--- config.mk ---
export PLATFORM = sky130hd
export DESIGN_NAME = cfs_ctrl
export DESIGN_NICKNAME = d
export VERILOG_FILES = /design/src/rtl/cfs_pkg.sv /design/src/rtl/cfs_ctrl.sv
export VERILOG_INCLUDE_DIRS = /design/src /design/src/rtl
export SDC_FILE = /design/constraint.sdc
export NUM_CORES = 1
export LEC_CHECK = 0
export ABC_AREA = 1
export BUFFER_PORTS_ARGS = -buffer_cell sky130_fd_sc_hd__buf_4
export CORE_AREA = 2 2 39 41
export DETAILED_ROUTE_END_ITERATION = 8
export DIE_AREA = 0 0 41 43
export GPL_ROUTABILITY_DRIVEN = 0
export PLACE_DENSITY_LB_ADDON = 0.2
export SLEW_MARGIN = 0
export SYNTH_ARGS = -nofsm -noshare
export SYNTH_HDL_FRONTEND = slang
export SYNTH_SLANG_ARGS = --single-unit
export TNS_END_PERCENT = 20
--- constraint.sdc ---
create_clock -name clk -period 2.2 [get_ports clk]
set_clock_uncertainty 0.05 [all_clocks]
set_input_delay 0.33 -clock clk [delete_from_list [all_inputs] [get_ports clk]]
set_output_delay 0.33 -clock clk [all_outputs]
set_load 0.05 [all_outputs]
--- src/rtl/clustering_fmeasure_scorer_core_assert.svh ---
// assertion macros shared by the scorer modules
// each macro samples on clk and is disabled while rst_n is low
`ifndef CLUSTERING_FMEASURE_SCORER_CORE_ASSERT_SVH
`define CLUSTERING_FMEASURE_SCORER_CORE_ASSERT_SVH

// condition holds at every clock edge
`define CFS_ASSERT(label, cond, msg) \
  label: assert property (@(posedge clk) disable iff (!rst_n) (cond)) else $error(msg);

// antecedent in one cycle implies consequent in the next
`define CFS_ASSERT_NEXT(label, ante, cons, msg) \
  label: assert property (@(posedge clk) disable iff (!rst_n) (ante) |=> (cons)) \
    else $error(msg);

`endif

--- src/rtl/cfs_pkg.sv ---
// ----------------------------------------------------------------------------
// cfs_pkg
// shared widths, constants and controller/datapath interface types
// ----------------------------------------------------------------------------
`default_nettype none

package cfs_pkg;

  localparam int CLUSTER_W = 6;
  localparam int PAIR_AW   = 2 * CLUSTER_W;
  localparam int CNT_W     = 16;
  localparam int Q_W       = 17;
  localparam int PROD_W    = Q_W + CNT_W;
  localparam int DIV_STEPS = Q_W;
  localparam int DCNT_W    = 5;
  localparam int PAIR_DEPTH = 1 << PAIR_AW;
  localparam int SIZE_DEPTH = 1 << CLUSTER_W;

  localparam logic [Q_W-1:0]   Q16_ONE   = 17'h10000;
  localparam logic [CNT_W-1:0] COUNT_CAP = 16'hFFFF;

  // transaction modes
  localparam logic MODE_LOAD  = 1'b0;
  localparam logic MODE_SCORE = 1'b1;

  // commands from the controller
  typedef struct packed {
    logic walk_addr;
    logic load;
    logic drop;
    logic mem_we;
    logic mem_zero;
    logic k_inc;
    logic check;
    logic best_update;
    logic mul_en;
    logic term_start;
    logic sum_add;
    logic out_load;
    logic run_clear;
  } cfs_cmd_t;

  // status back to the controller
  typedef struct packed {
    logic k_last;
    logic o_last;
    logic n_nz;
    logic rs_nz;
    logic div_busy;
    logic count_full;
    logic out_pending;
  } cfs_status_t;

endpackage

`default_nettype wire

--- src/rtl/cfs_ctrl.sv ---
// ----------------------------------------------------------------------------
// cfs_ctrl
// controller: table clear sweep, load read-modify-write and score walk
// ----------------------------------------------------------------------------
`default_nettype none

`include "clustering_fmeasure_scorer_core_assert.svh"

module cfs_ctrl
  import cfs_pkg::*;
(
  input  wire logic        clk,
  input  wire logic        rst_n,
  input  wire logic        in_valid,
  input  wire logic        in_mode,
  output logic             in_stall,
  input  wire cfs_status_t status,
  output cfs_cmd_t         cmd
);

  localparam logic [3:0] ST_CLR   = 4'd0;
  localparam logic [3:0] ST_IDLE  = 4'd1;
  localparam logic [3:0] ST_LD_RD = 4'd2;
  localparam logic [3:0] ST_LD_WR = 4'd3;
  localparam logic [3:0] ST_RD    = 4'd4;
  localparam logic [3:0] ST_CHK   = 4'd5;
  localparam logic [3:0] ST_DIVF  = 4'd6;
  localparam logic [3:0] ST_NEXT  = 4'd7;
  localparam logic [3:0] ST_MUL   = 4'd8;
  localparam logic [3:0] ST_TST   = 4'd9;
  localparam logic [3:0] ST_DIVT  = 4'd10;
  localparam logic [3:0] ST_OUT   = 4'd11;

  logic [3:0] state_r, state_nxt;
  logic       accept;
  logic       load_go;

  // input handshake: idle only, score waits for a pending result
  assign in_stall = (state_r != ST_IDLE) || (status.out_pending && (in_mode != MODE_LOAD));
  assign accept   = in_valid && !in_stall;
  assign load_go  = accept && (in_mode == MODE_LOAD) && !status.count_full;

  // next state and commands
  always_comb begin
    state_nxt = state_r;
    cmd       = '0;
    case (state_r)
      ST_CLR: begin
        cmd.walk_addr = 1'b1;
        cmd.mem_we    = 1'b1;
        cmd.mem_zero  = 1'b1;
        cmd.k_inc     = 1'b1;
        if (status.k_last) begin
          state_nxt = ST_IDLE;
        end
      end
      ST_IDLE: begin
        if (accept) begin
          if (in_mode == MODE_LOAD) begin
            if (status.count_full) begin
              cmd.drop = 1'b1;
            end else begin
              cmd.load  = 1'b1;
              state_nxt = ST_LD_RD;
            end
          end else begin
            state_nxt = ST_RD;
          end
        end
      end
      ST_LD_RD: begin
        state_nxt = ST_LD_WR;
      end
      ST_LD_WR: begin
        cmd.mem_we = 1'b1;
        state_nxt  = ST_IDLE;
      end
      ST_RD: begin
        cmd.walk_addr = 1'b1;
        state_nxt     = ST_CHK;
      end
      ST_CHK: begin
        cmd.walk_addr = 1'b1;
        cmd.check     = 1'b1;
        state_nxt     = status.n_nz ? ST_DIVF : ST_NEXT;
      end
      ST_DIVF: begin
        if (!status.div_busy) begin
          cmd.best_update = 1'b1;
          state_nxt       = ST_NEXT;
        end
      end
      ST_NEXT: begin
        if (status.o_last) begin
          state_nxt = ST_MUL;
        end else begin
          cmd.k_inc = 1'b1;
          state_nxt = ST_RD;
        end
      end
      ST_MUL: begin
        cmd.mul_en = 1'b1;
        state_nxt  = ST_TST;
      end
      ST_TST: begin
        if (status.rs_nz) begin
          cmd.term_start = 1'b1;
          state_nxt      = ST_DIVT;
        end else begin
          cmd.k_inc = 1'b1;
          state_nxt = status.k_last ? ST_OUT : ST_RD;
        end
      end
      ST_DIVT: begin
        if (!status.div_busy) begin
          cmd.sum_add = 1'b1;
          cmd.k_inc   = 1'b1;
          state_nxt   = status.k_last ? ST_OUT : ST_RD;
        end
      end
      ST_OUT: begin
        cmd.out_load  = 1'b1;
        cmd.run_clear = 1'b1;
        state_nxt     = ST_CLR;
      end
      default: begin
        state_nxt = ST_CLR;
      end
    endcase
  end

  // state register
  always_ff @(posedge clk) begin
    if (!rst_n) begin
      state_r <= ST_CLR;
    end else begin
      state_r <= state_nxt;
    end
  end

  // checks
  `CFS_ASSERT(a_stall_busy, (state_r == ST_IDLE) || in_stall, "transaction taken while busy")
  `CFS_ASSERT_NEXT(a_load_seq, load_go, state_r == ST_LD_RD, "load not followed by read")
  `CFS_ASSERT(a_rd_idle_div, (state_r != ST_RD) || !status.div_busy, "divider busy at walk read")

endmodule

`default_nettype wire

* After elaboration in Yosys (flattened, before gate mapping)
Cells that the tools add are included.
W data, S select, Z words.
** Cells by class
- Equal/unequal tests :: 17
- Mux-type cells :: 30
- Reductions and logical operators :: 8
** Operators by type and width (number)
- $pmux W4 S11 :: 1
- $mux W4 :: 9
- $eq A4 B3 Y1 const B :: 4
- $eq A4 B4 Y1 const B :: 4
- $mux W1 :: 15
- $eq A4 B2 Y1 const B :: 2
- $mux W2 :: 4
- $ne A2 B2 Y1 const B :: 4
- $reduce_and A5 Y1 :: 1
- $eq A4 B1 Y1 const B :: 1
- $logic_not A4 Y1 :: 1
- $ne A4 B1 Y1 const B :: 1
- $pmux W1 S4 :: 1
- $ne A3 B3 Y1 const B :: 1
- $reduce_or A3 Y1 :: 1
- $logic_and A1 B1 Y1 :: 2
- $reduce_or A2 Y1 :: 1
- $logic_not A1 Y1 :: 1
- $logic_or A1 B1 Y1 :: 1
** Word-level totals
- Bits in registers :: 4
- Logic and storage cells :: 56

* Logic depth before layout (Yosys ltp)
Gate-level depths: netlist of the first run.
- Depth in word-level cells :: 6
- Mapped depth :: 10
- Mapped depth without buffers :: 10

* Worst setup path after synthesis of the first run
No wires, ideal clock.
- Path kind :: flip-flop to output port
- From :: reg state_r[2]
- To :: out cmd[7] (netlist bit)
- Stages on the path, launching flop included :: 8
- Required time :: 1820 ps
- Setup slack :: -73 ps
- Arrival time :: 1893 ps
- Path buffers :: 0
- Cell sequence :: dfxtp_1 > inv_2 > nand2_1 > nor2_4 > inv_1 > nor2_1 > inv_1 > o2111ai_1
** RTL lines
- from (decl) :: line cfs_ctrl.sv:34 : logic [3:0] state_r, state_nxt;
- from (signal assigned) :: line cfs_ctrl.sv:137 : state_r <= state_nxt;
- to (decl) :: line cfs_ctrl.sv:18 : output cfs_cmd_t cmd

==> results of run 1 <==
-- power breakdown --
group          total [mW]  internal (mW)  switching (mW)
clock network      0.0914         0.0610          0.0304
logic                1.20          0.354           0.843
registers           0.153          0.112          0.0415
total                1.44          0.527           0.915
-- final timing paths --
check | startpoint | to
worst min-delay path | rst_n | state_r[2]$_SDFFE_PN0P_
worst max-delay path | state_r[1]$_SDFFE_PN0P_ | cmd[11]
worst min register to register | state_r[3]$_SDFFE_PN0P_ | state_r[3]$_SDFFE_PN0P_
worst max register to register | state_r[3]$_SDFFE_PN0P_ | state_r[2]$_SDFFE_PN0P_
-- cells in the mapped netlist --
master	number	area [um2]
nor3_1	2	10.0
a21oi_1	2	10.0
nor2_4	2	22.5
o21ai_0	1	5.00
nand2_2	7	43.8
nand4_1	1	6.26
o2111ai_1	1	8.76
dfxtp_1	4	80.1
nand3_2	2	20.0
buf_4	1	7.51
nor2_1	18	67.6
nor2_2	5	31.3
inv_1	20	75.1
inv_2	2	7.51
nand2_1	32	120
nand3b_1	1	7.51
nand3_1	8	40.0
-- per-stage QoR --
stage | hold WS, ns | worst slack [ns] | instances | utilization, %
global placement | 0.457 | 0.646 | 148 | 54.8
detailed placement | 0.467 | 0.626 | 148 | 54.8
CTS | 0.281 | 0.363 | 151 | 56.4
floorplan | 0.400 | 0.0273 | 109 | -
finish | 0.292 | 0.380 | 151 | 56.4
global route | 0.306 | 0.180 | 151 | 56.4
-- worst min-delay path, cell delays in order --
cell	delay, ns
buf_4	0.10
nand2_1	0.05
nor2_1	0.07
-- per-layer routing --
layer | vias up | share of wire [%] | track usage (%)
li1 | 381 | - | -
met1 | 295 | 45 | 26.1
met2 | 19 | 48 | 30.3
met3 | 2 | 5.2 | 3.14
met4 | 0 | 1.7 | 10.0
met5 | - | 0 | 0
-- area by class of cell --
type	instances	area (um2)	area share [%]
Multi-Input combinational cell	82	395	50.6
Tap cell	16	20.0	2.56
Sequential cell	4	80.1	10.3
Clock buffer	3	22.5	2.88
Inverter	22	82.6	10.6
Timing Repair Buffer	24	180	23.1
-- kinds of logic after synthesis --
kind of cell           count (synthesis)  share of synthesized area [%]
DFF                                    4                           14.2
buffers and inverters                 23                           16.0
and+or+nand+nor                       78                           65.6
AOI/OAI and AO/OA                      4                           4.22
==> out/metrics.csv, run 1 <==
stage,metric,value,unit
worst_setup_path,cp_max_fo,7,
route,viasPerCell,4.62,
die,io_pins,25,
die,fp.dieW,41,um
timing,period_share,82.7,%
timing,clock.fmax,550,MHz
finish,final_common_cell,nand2_1,
finish,diodes,0,
clock_tree,h-tree-depth,1,
pwr,p_leak,0.467,nW
pwr,p_total,1.44,mW
worst_setup_path,path_cells,inv_1 -> nand2_2 -> nor2_2 -> nand2_1 -> nor3_1 -> buf_4,
run_status,status,"finished, final reports clean",
global_routing,track_usage,20.0,%
timing,rsz0062_at_grt,no,
die,die_y,43,um
yosys,seq_area_frac_synth,14.2,%
yosys,synth.cell_area,563,um2
yosys,syn-mean-instance-area,5.17,um2
job,drv_cap,0,
yosys,ys_ff_latch,4,
clock_tree,clkTransAtPathRegs,0.04,ns
die,start_util,40.7,%
timing,finalWorstPathRequiredPeriod,1.82,ns
worst_setup_path,worstPathRequired,1.82,ns
clock_tree,cts_buffers,3,
finish,largest_register,state_r,
min_path,hold_class,input port to register,
worst_setup_path,timing_worst_setup_path_type,register to output port,
timing,slew-limit-headroom,76.1,%
finish,area_growth,38.7,%
finish,fin_area,781,um2
timing,maxSlewViolCount,0,
placement,place_hpwl,1230,um
finish,nets,148,
clock_tree,cts.sinks,4,
pwr,irDropWorstVdd,1.00,mV
placement,portBuffers,24,
route,drc,0,
yosys,synth.distinct_cells,17,
clock_tree,cts_max_path_buffers,2,
route,avgRoutedWirePerCell,9.58,um
die,die_area,1760,um2
die,row_count,14,
worst_setup_path,end_kind,output port,
clock_tree,clock_latency,0.24,ns
timing,finalHoldViolations,0,
timing,finalSetupViolations,0,
clock_tree,root_buffer,clkbuf_4,
global_routing,grt_max_degree,8,
yosys,synthCells,109,
finish,reg.largest.list,state_r (4),
worst_setup_path,worstSetupStartpointType,register,
route,firstDrtPassIters,4,
route,drt_wl_total,1450,um
clock_tree,cts_tree,done,
timing,setup_tns,0,ns
global_routing,grt_pass1_wl,2420,um
clock_tree,cts_setup_buffers,0,
global_routing,grt_pass1_vias,612,
die,core,1380,um2
worst_setup_path,crit_buf_inv,2,
yosys,synth_nets,120,
route,ant_nets,0,
worst_setup_path,path_delay_family,simple AND/OR/NAND/NOR gates,
finish,fill_cells,159,
min_path,holdPathStages,3,
finish,largest_register_ffs,4,
global_routing,grt_overflow,0,
finish,layout_common_cells,"32 x nand2_1, 24 x buf_4, 20 x inv_1",
clock_tree,post_cts_resized,0,
global_routing,antenna_found_initial,0,
worst_setup_path,crit_cells,6,
worst_setup_path,r2r_cells,8,
route,drt_iter0_drc,19,
worst_setup_path,cpMaxStageDelayCell,dfxtp_1,
finish,drive_above_1_share,34.1,%
clock_tree,hold_buffers,0,
worst_setup_path,arrival,1.44,ns
timing,worst_pin_slew,0.357,ns
worst_setup_path,ff2ff_setup_slack,0.88,ns
worst_setup_path,critical-path-max-stage-delay,0.35,ns
route,detailroute.via_count,697,
yosys,ys_warn_count,0,
pwr,p_per_area,1850,nW/um2
placement,dpl_cell_area,758,um2
Power figures use the tool's default switching activity.
==> inputs of run 2 (changes only) <==
clock period = 1.7 ns   (was 2.2 ns; I/O delays follow)
==> out/metrics.csv, run 2 (synthesis results as in run 1) <==
stage,metric,value,unit
timing,finalWorstPathRequiredPeriod,1.66,ns
global_routing,grt_overflow,0,
worst_setup_path,reg2reg_from,state_r[0]$_SDFFE_PN0P_,
pwr,pwr-share-seq,11.4,%
route,detailroute.via_count,727,
global_routing,grt_pass1_wl,2190,um
worst_setup_path,r2r_end,state_r[3]$_SDFFE_PN0P_,
timing,rsz0062_at_grt,yes,
pwr,internal_power,0.781,mW
pwr,p_total,2.04,mW
worst_setup_path,worstPathRequired,1.39,ns
die,row_count,14,
pwr,swShare,61.7,%
global_routing,grt_pass1_vias,590,
clock_tree,h-tree-depth,1,
timing,finalHoldViolations,0,
clock_tree,cts_buffers,3,
route,avgRoutedWirePerCell,9.81,um
placement,portBuffers,24,
finish,largest_register_ffs,4,
placement,place_hpwl,1230,um
timing,maxSlewViolCount,0,
min_path,min_to,state_r[3]$_SDFFE_PN0P_,
pwr,p_switching,1.26,mW
timing,whs,0.219,ns
min_path,holdPathStages,3,
route,viasPerCell,4.69,
clock_tree,clkTransAtPathRegs,0.04,ns
clock_tree,cts_max_path_buffers,2,
die,core,1380,um2
global_routing,grt_max_degree,8,
pwr,p_per_area,2380,nW/um2
worst_setup_path,timing_worst_setup_path_type,register to output port,
route,ant_nets,0,
route,drt_iter0_drc,4,
finish,fill_cells,132,
finish,diodes,0,
route,firstDrtPassIters,3,
min_path,hold_class,input port to register,
pwr,p_leak,0.497,nW
job,drv_cap,0,
finish,layout_common_cells,"29 x nand2_1, 27 x buf_4, 17 x inv_1, 17 x nor2_1",
route,drt_wl_total,1520,um
timing,clock.fmax,604,MHz
timing,period_share,97.5,%
pwr,combPwrFrac,82.9,%
timing,fin_ws,0.0430,ns
worst_setup_path,worstSetupStartpointType,register,
die,start_util,40.7,%
worst_setup_path,end_kind,output port,
worst_setup_path,cp_max_fo,4,
die,io_pins,25,
finish,reg.largest.list,state_r (4),
finish,nets,152,
route,drc,0,
pwr,p_clk_share,5.8,%
finish,drive_above_1_share,43.9,%
finish,final_common_cell,nand2_1,
min_path,min_from,rst_n,
clock_tree,clock_latency,0.23,ns
die,fp.dieW,41,um
finish,area_growth,51.8,%
global_routing,track_usage,18.2,%
global_routing,antenna_found_initial,0,
worst_setup_path,r2r_cells,10,
die,die_area,1760,um2
placement,dpl.cell_count,149,
timing,worst_pin_slew,0.290,ns
clock_tree,cts.sinks,4,
worst_setup_path,ff2ff_setup_slack,0.38,ns
finish,largest_register,state_r,
finish,stdcell_count,155,
worst_setup_path,arrival,1.35,ns
placement,dp_worst_setup_slack,0.203,ns
timing,slew-limit-headroom,80.6,%
run_status,status,"finished, final reports clean",
clock_tree,cts_tree,done,
timing,finalSetupViolations,0,
pwr,irDropWorstVdd,1.32,mV
die,die_y,43,um
clock_tree,root_buffer,clkbuf_4,
finish,utilization,61.8,%
[run 2: cell types whose count changed in the layout (fill, tap and decap cells not counted), moves of 2 or more]
cell / delta
dfxtp_1: -4
dfxtp_2: +4
buf_4: +3
inv_1: -3
nand2_1: -3
inv_2: +2
nand2_4: +2
nor2_2: -2
nor2_4: +2
[run 2: what timing repair did]
action / 4_1_cts / 5_1_grt
setup endpoints to repair: 2 / 4
gates resized for setup: 3 / 13
hold buffers: 0 / 0
pin swaps: 1 / 4
setup buffers: 0 / 3
[run 2: power by group through the flow]
stage	logic (mW)	registers, mW	clock network (mW)
floorplan	1.19	0.191	0
global placement	1.58	0.197	0
detailed placement	1.58	0.200	0
CTS	1.59	0.205	0.123
global route	1.83	0.243	0.135
finish	1.69	0.231	0.117
[run 2: worst max path at each step]
stage	to	start	cells past startpoint
5_1_grt	cmd[7]	state_r[0]$_SDFFE_PN0P_	8
3_3_place_gp	cmd[7]	state_r[1]$_SDFFE_PN0P_	7
4_1_cts	cmd[7]	state_r[0]$_SDFFE_PN0P_	5
2_1_floorplan	cmd[7]	state_r[2]$_SDFFE_PN0P_	7
3_5_place_dp	cmd[7]	state_r[2]$_SDFFE_PN0P_	6
6_report	cmd[7]	state_r[0]$_SDFFE_PN0P_	8
[run 2: per-layer routing]
metal	share of wire, %	wire, um	up-vias	GRT usage, %
met5	0	0	-	0
met2	49	751	17	29.4
met3	3.0	45	6	3.14
li1	-	-	389	-
met1	44	671	315	22.1
met4	3.6	54	0	8.00
[run 2: final cells by class]
type	count	area (um2)	share of cell area (%)
multi-input cells	82	428	50.1
flip-flops and latches	4	85.1	9.96
inverters	22	85.1	9.96
clock buffers	3	22.5	2.64
repair buffers	28	214	25.0
well taps	16	20.0	2.34
[run 2: critical path, cell delays in order (launching register included)]
cell and delay [ns]:
dfxtp_2 0.34, inv_2 0.08, nand2_2 0.10, nor2_4 0.12, inv_1 0.05, nor2_2 0.09
inv_1 0.05, o2111ai_1 0.07, buf_4 0.23
[run 2: stage by stage]
| step | cell area, um2 | setup TNS [ns] |
|---|---|---|
| floorplan | 571 | -0.760 |
| detailed placement | 771 | 0 |
| CTS | 797 | -0.00613 |
| finish | 855 | 0 |
| global route | 855 | -0.0292 |
| global placement | 771 | 0 |
==> inputs of run 3 (changes only) <==
CELL_PAD_IN_SITES_DETAIL_PLACEMENT = 1   (was default)
CELL_PAD_IN_SITES_GLOBAL_PLACEMENT = 1   (was default)
CORE_AREA = default   (was 2 2 39 41)
CORE_MARGIN = 1.5   (was default)
CORE_UTILIZATION = 28   (was default)
DIE_AREA = default   (was 0 0 41 43)
==> out/metrics.csv, run 3 (synthesis results as in run 1) <==
stage,metric,value,unit
finish,final_common_cell,nand2_1,
worst_setup_path,worstPathRequired,1.39,ns
timing,setup_tns,0,ns
global_routing,grt_pass1_vias,690,
finish,nets,152,
finish,seqCellArea,82.6,um2
global_routing,track_usage,17.8,%
finish,multi_input_area,425,um2
route,dr_wl_met3,52,um
global_routing,antenna_found_initial,0,
placement,dpl_cell_area,785,um2
finish,reg.largest.list,state_r (4),
route,avgRoutedWirePerCell,10.9,um
worst_setup_path,arrival,1.34,ns
finish,utilization,44.8,%
route,ant_nets,0,
finish,area_growth,52.9,%
die,die_y,47.8,um
clock_tree,root_buffer,clkbuf_4,
clock_tree,cts.sinks,4,
pwr,p_per_area,2370,nW/um2
route,viasPerCell,4.39,
global_routing,grt_pass1_wl,2860,um
timing,finalHoldViolations,0,
worst_setup_path,ff2ff_setup_slack,0.35,ns
route,detailroute.via_count,728,
pwr,combPwrFrac,83.5,%
finish,stdcell_count,166,
placement,dpl.cell_count,160,
pwr,p_leak,0.498,nW
pwr,pwr-share-seq,10.9,%
global_routing,grt_overflow,0,
placement,place_hpwl,1550,um
die,io_pins,25,
finish,drive_above_1_share,41.0,%
finish,diodes,0,
clock_tree,clkTransAtPathRegs,0.04,ns
die,row_count,16,
job,drv_cap,0,
timing,whs,0.228,ns
clock_tree,clock_latency,0.23,ns
route,drt_iter0_drc,12,
pwr,internal_power,0.768,mW
finish,layout_common_cells,"31 x nand2_1, 27 x buf_4, 18 x inv_1",
clock_tree,cts_tree,done,
finish,fill_cells,280,
route,drc,0,
finish,fin_area,861,um2
clock_tree,cts_buffers,3,
finish,largest_register_ffs,4,
timing,maxSlewViolCount,0,
timing,finalSetupViolations,0,
timing,finalWorstPathRequiredPeriod,1.65,ns
worst_setup_path,cp_max_fo,7,
route,drt_wl_total,1810,um
worst_setup_path,end_kind,output port,
pwr,swShare,62.4,%
die,fp.dieW,47.8,um
die,start_util,29.3,%
timing,period_share,96.8,%
worst_setup_path,worstSetupStartpointType,register,
clock_tree,cts_max_path_buffers,2,
timing,worst_pin_slew,0.197,ns
route,top_layer_used,met3,
pwr,irDropWorstVdd,1.27,mV
global_routing,grt_max_degree,8,
route,firstDrtPassIters,2,
die,die_area,2290,um2
pwr,p_clk_share,5.6,%
route,wirelength_met1,801,um
run_status,status,"finished, final reports clean",
die,core,1920,um2
clock_tree,hold_buffers,0,
finish,largest_register,state_r,
pwr,p_switching,1.27,mW
clock_tree,h-tree-depth,1,
route,wl_met2,953,um
min_path,hold_class,input port to register,
timing,clock.fmax,607,MHz
timing,slew-limit-headroom,86.8,%
timing,rsz0062_at_grt,yes,
placement,portBuffers,24,
worst_setup_path,timing_worst_setup_path_type,register to output port,
-- run 3: changes by cell type in the layout (fill, tap and decap cells not counted) --
cell / before / now
nor2_2: 4 / 5
nand2_1: 29 / 31
inv_4: 1 / 0
dfxtp_2: 4 / 2
nand2_2: 8 / 6
inv_1: 17 / 18
nor2_1: 17 / 16
dfxtp_1: 0 / 2
-- run 3: power groups by stage --
stage               combinational (mW)  sequential (mW)  clock, mW
floorplan                         1.19            0.191          0
global route                      1.87            0.234      0.123
CTS                               1.66            0.211      0.120
detailed placement                1.62            0.202          0
finish                            1.70            0.223      0.114
global placement                  1.62            0.199          0
-- run 3: routing by layer --
metal	GRT usage, %	vias to the layer above
met5	0	-
met4	4.86	0
met3	2.26	0
met2	31.2	12
met1	22.7	330
li1	-	386
-- run 3: cell type report --
type                    count  share of cell area (%)
flip-flops and latches      4                    9.59
inverters                  22                    9.59
multi-input cells          82                    49.4
repair buffers             28                    24.9
clock buffers               3                    2.62
well taps                  27                    3.92
-- run 3: final timing paths --
path / start / end / cells after the start
worst max-delay path: state_r[1]$_SDFFE_PN0P_ / cmd[7] / 6
worst min-delay path: rst_n / state_r[3]$_SDFFE_PN0P_ / 3
worst max register to register: state_r[3]$_SDFFE_PN0P_ / state_r[2]$_SDFFE_PN0P_ / 9
worst min register to register: state_r[3]$_SDFFE_PN0P_ / state_r[3]$_SDFFE_PN0P_ / 2
-- run 3: repair_timing --
item | 4_1_cts | 5_1_grt
endpoints found under the setup margin | 2 | 4
endpoints found under the hold margin | 0 | 0
pin swaps | 0 | 3
setup buffers | 0 | 3
resized for setup | 5 | 6
-- run 3: critical path, cell delays in order, from the launching register on --
cell and delay, ns:
dfxtp_2 0.36, inv_2 0.08, nand2_4 0.08, nor2_4 0.14
inv_1 0.06, o2111ai_1 0.17, buf_4 0.23
-- run 3: stage by stage --
step	total power, mW	setup slack [ns]
2_1_floorplan	1.38	-0.244
3_3_place_gp	1.81	0.203
3_5_place_dp	1.83	0.188
4_1_cts	1.99	-0.0158
5_1_grt	2.23	-0.0344
6_report	2.04	0.0538
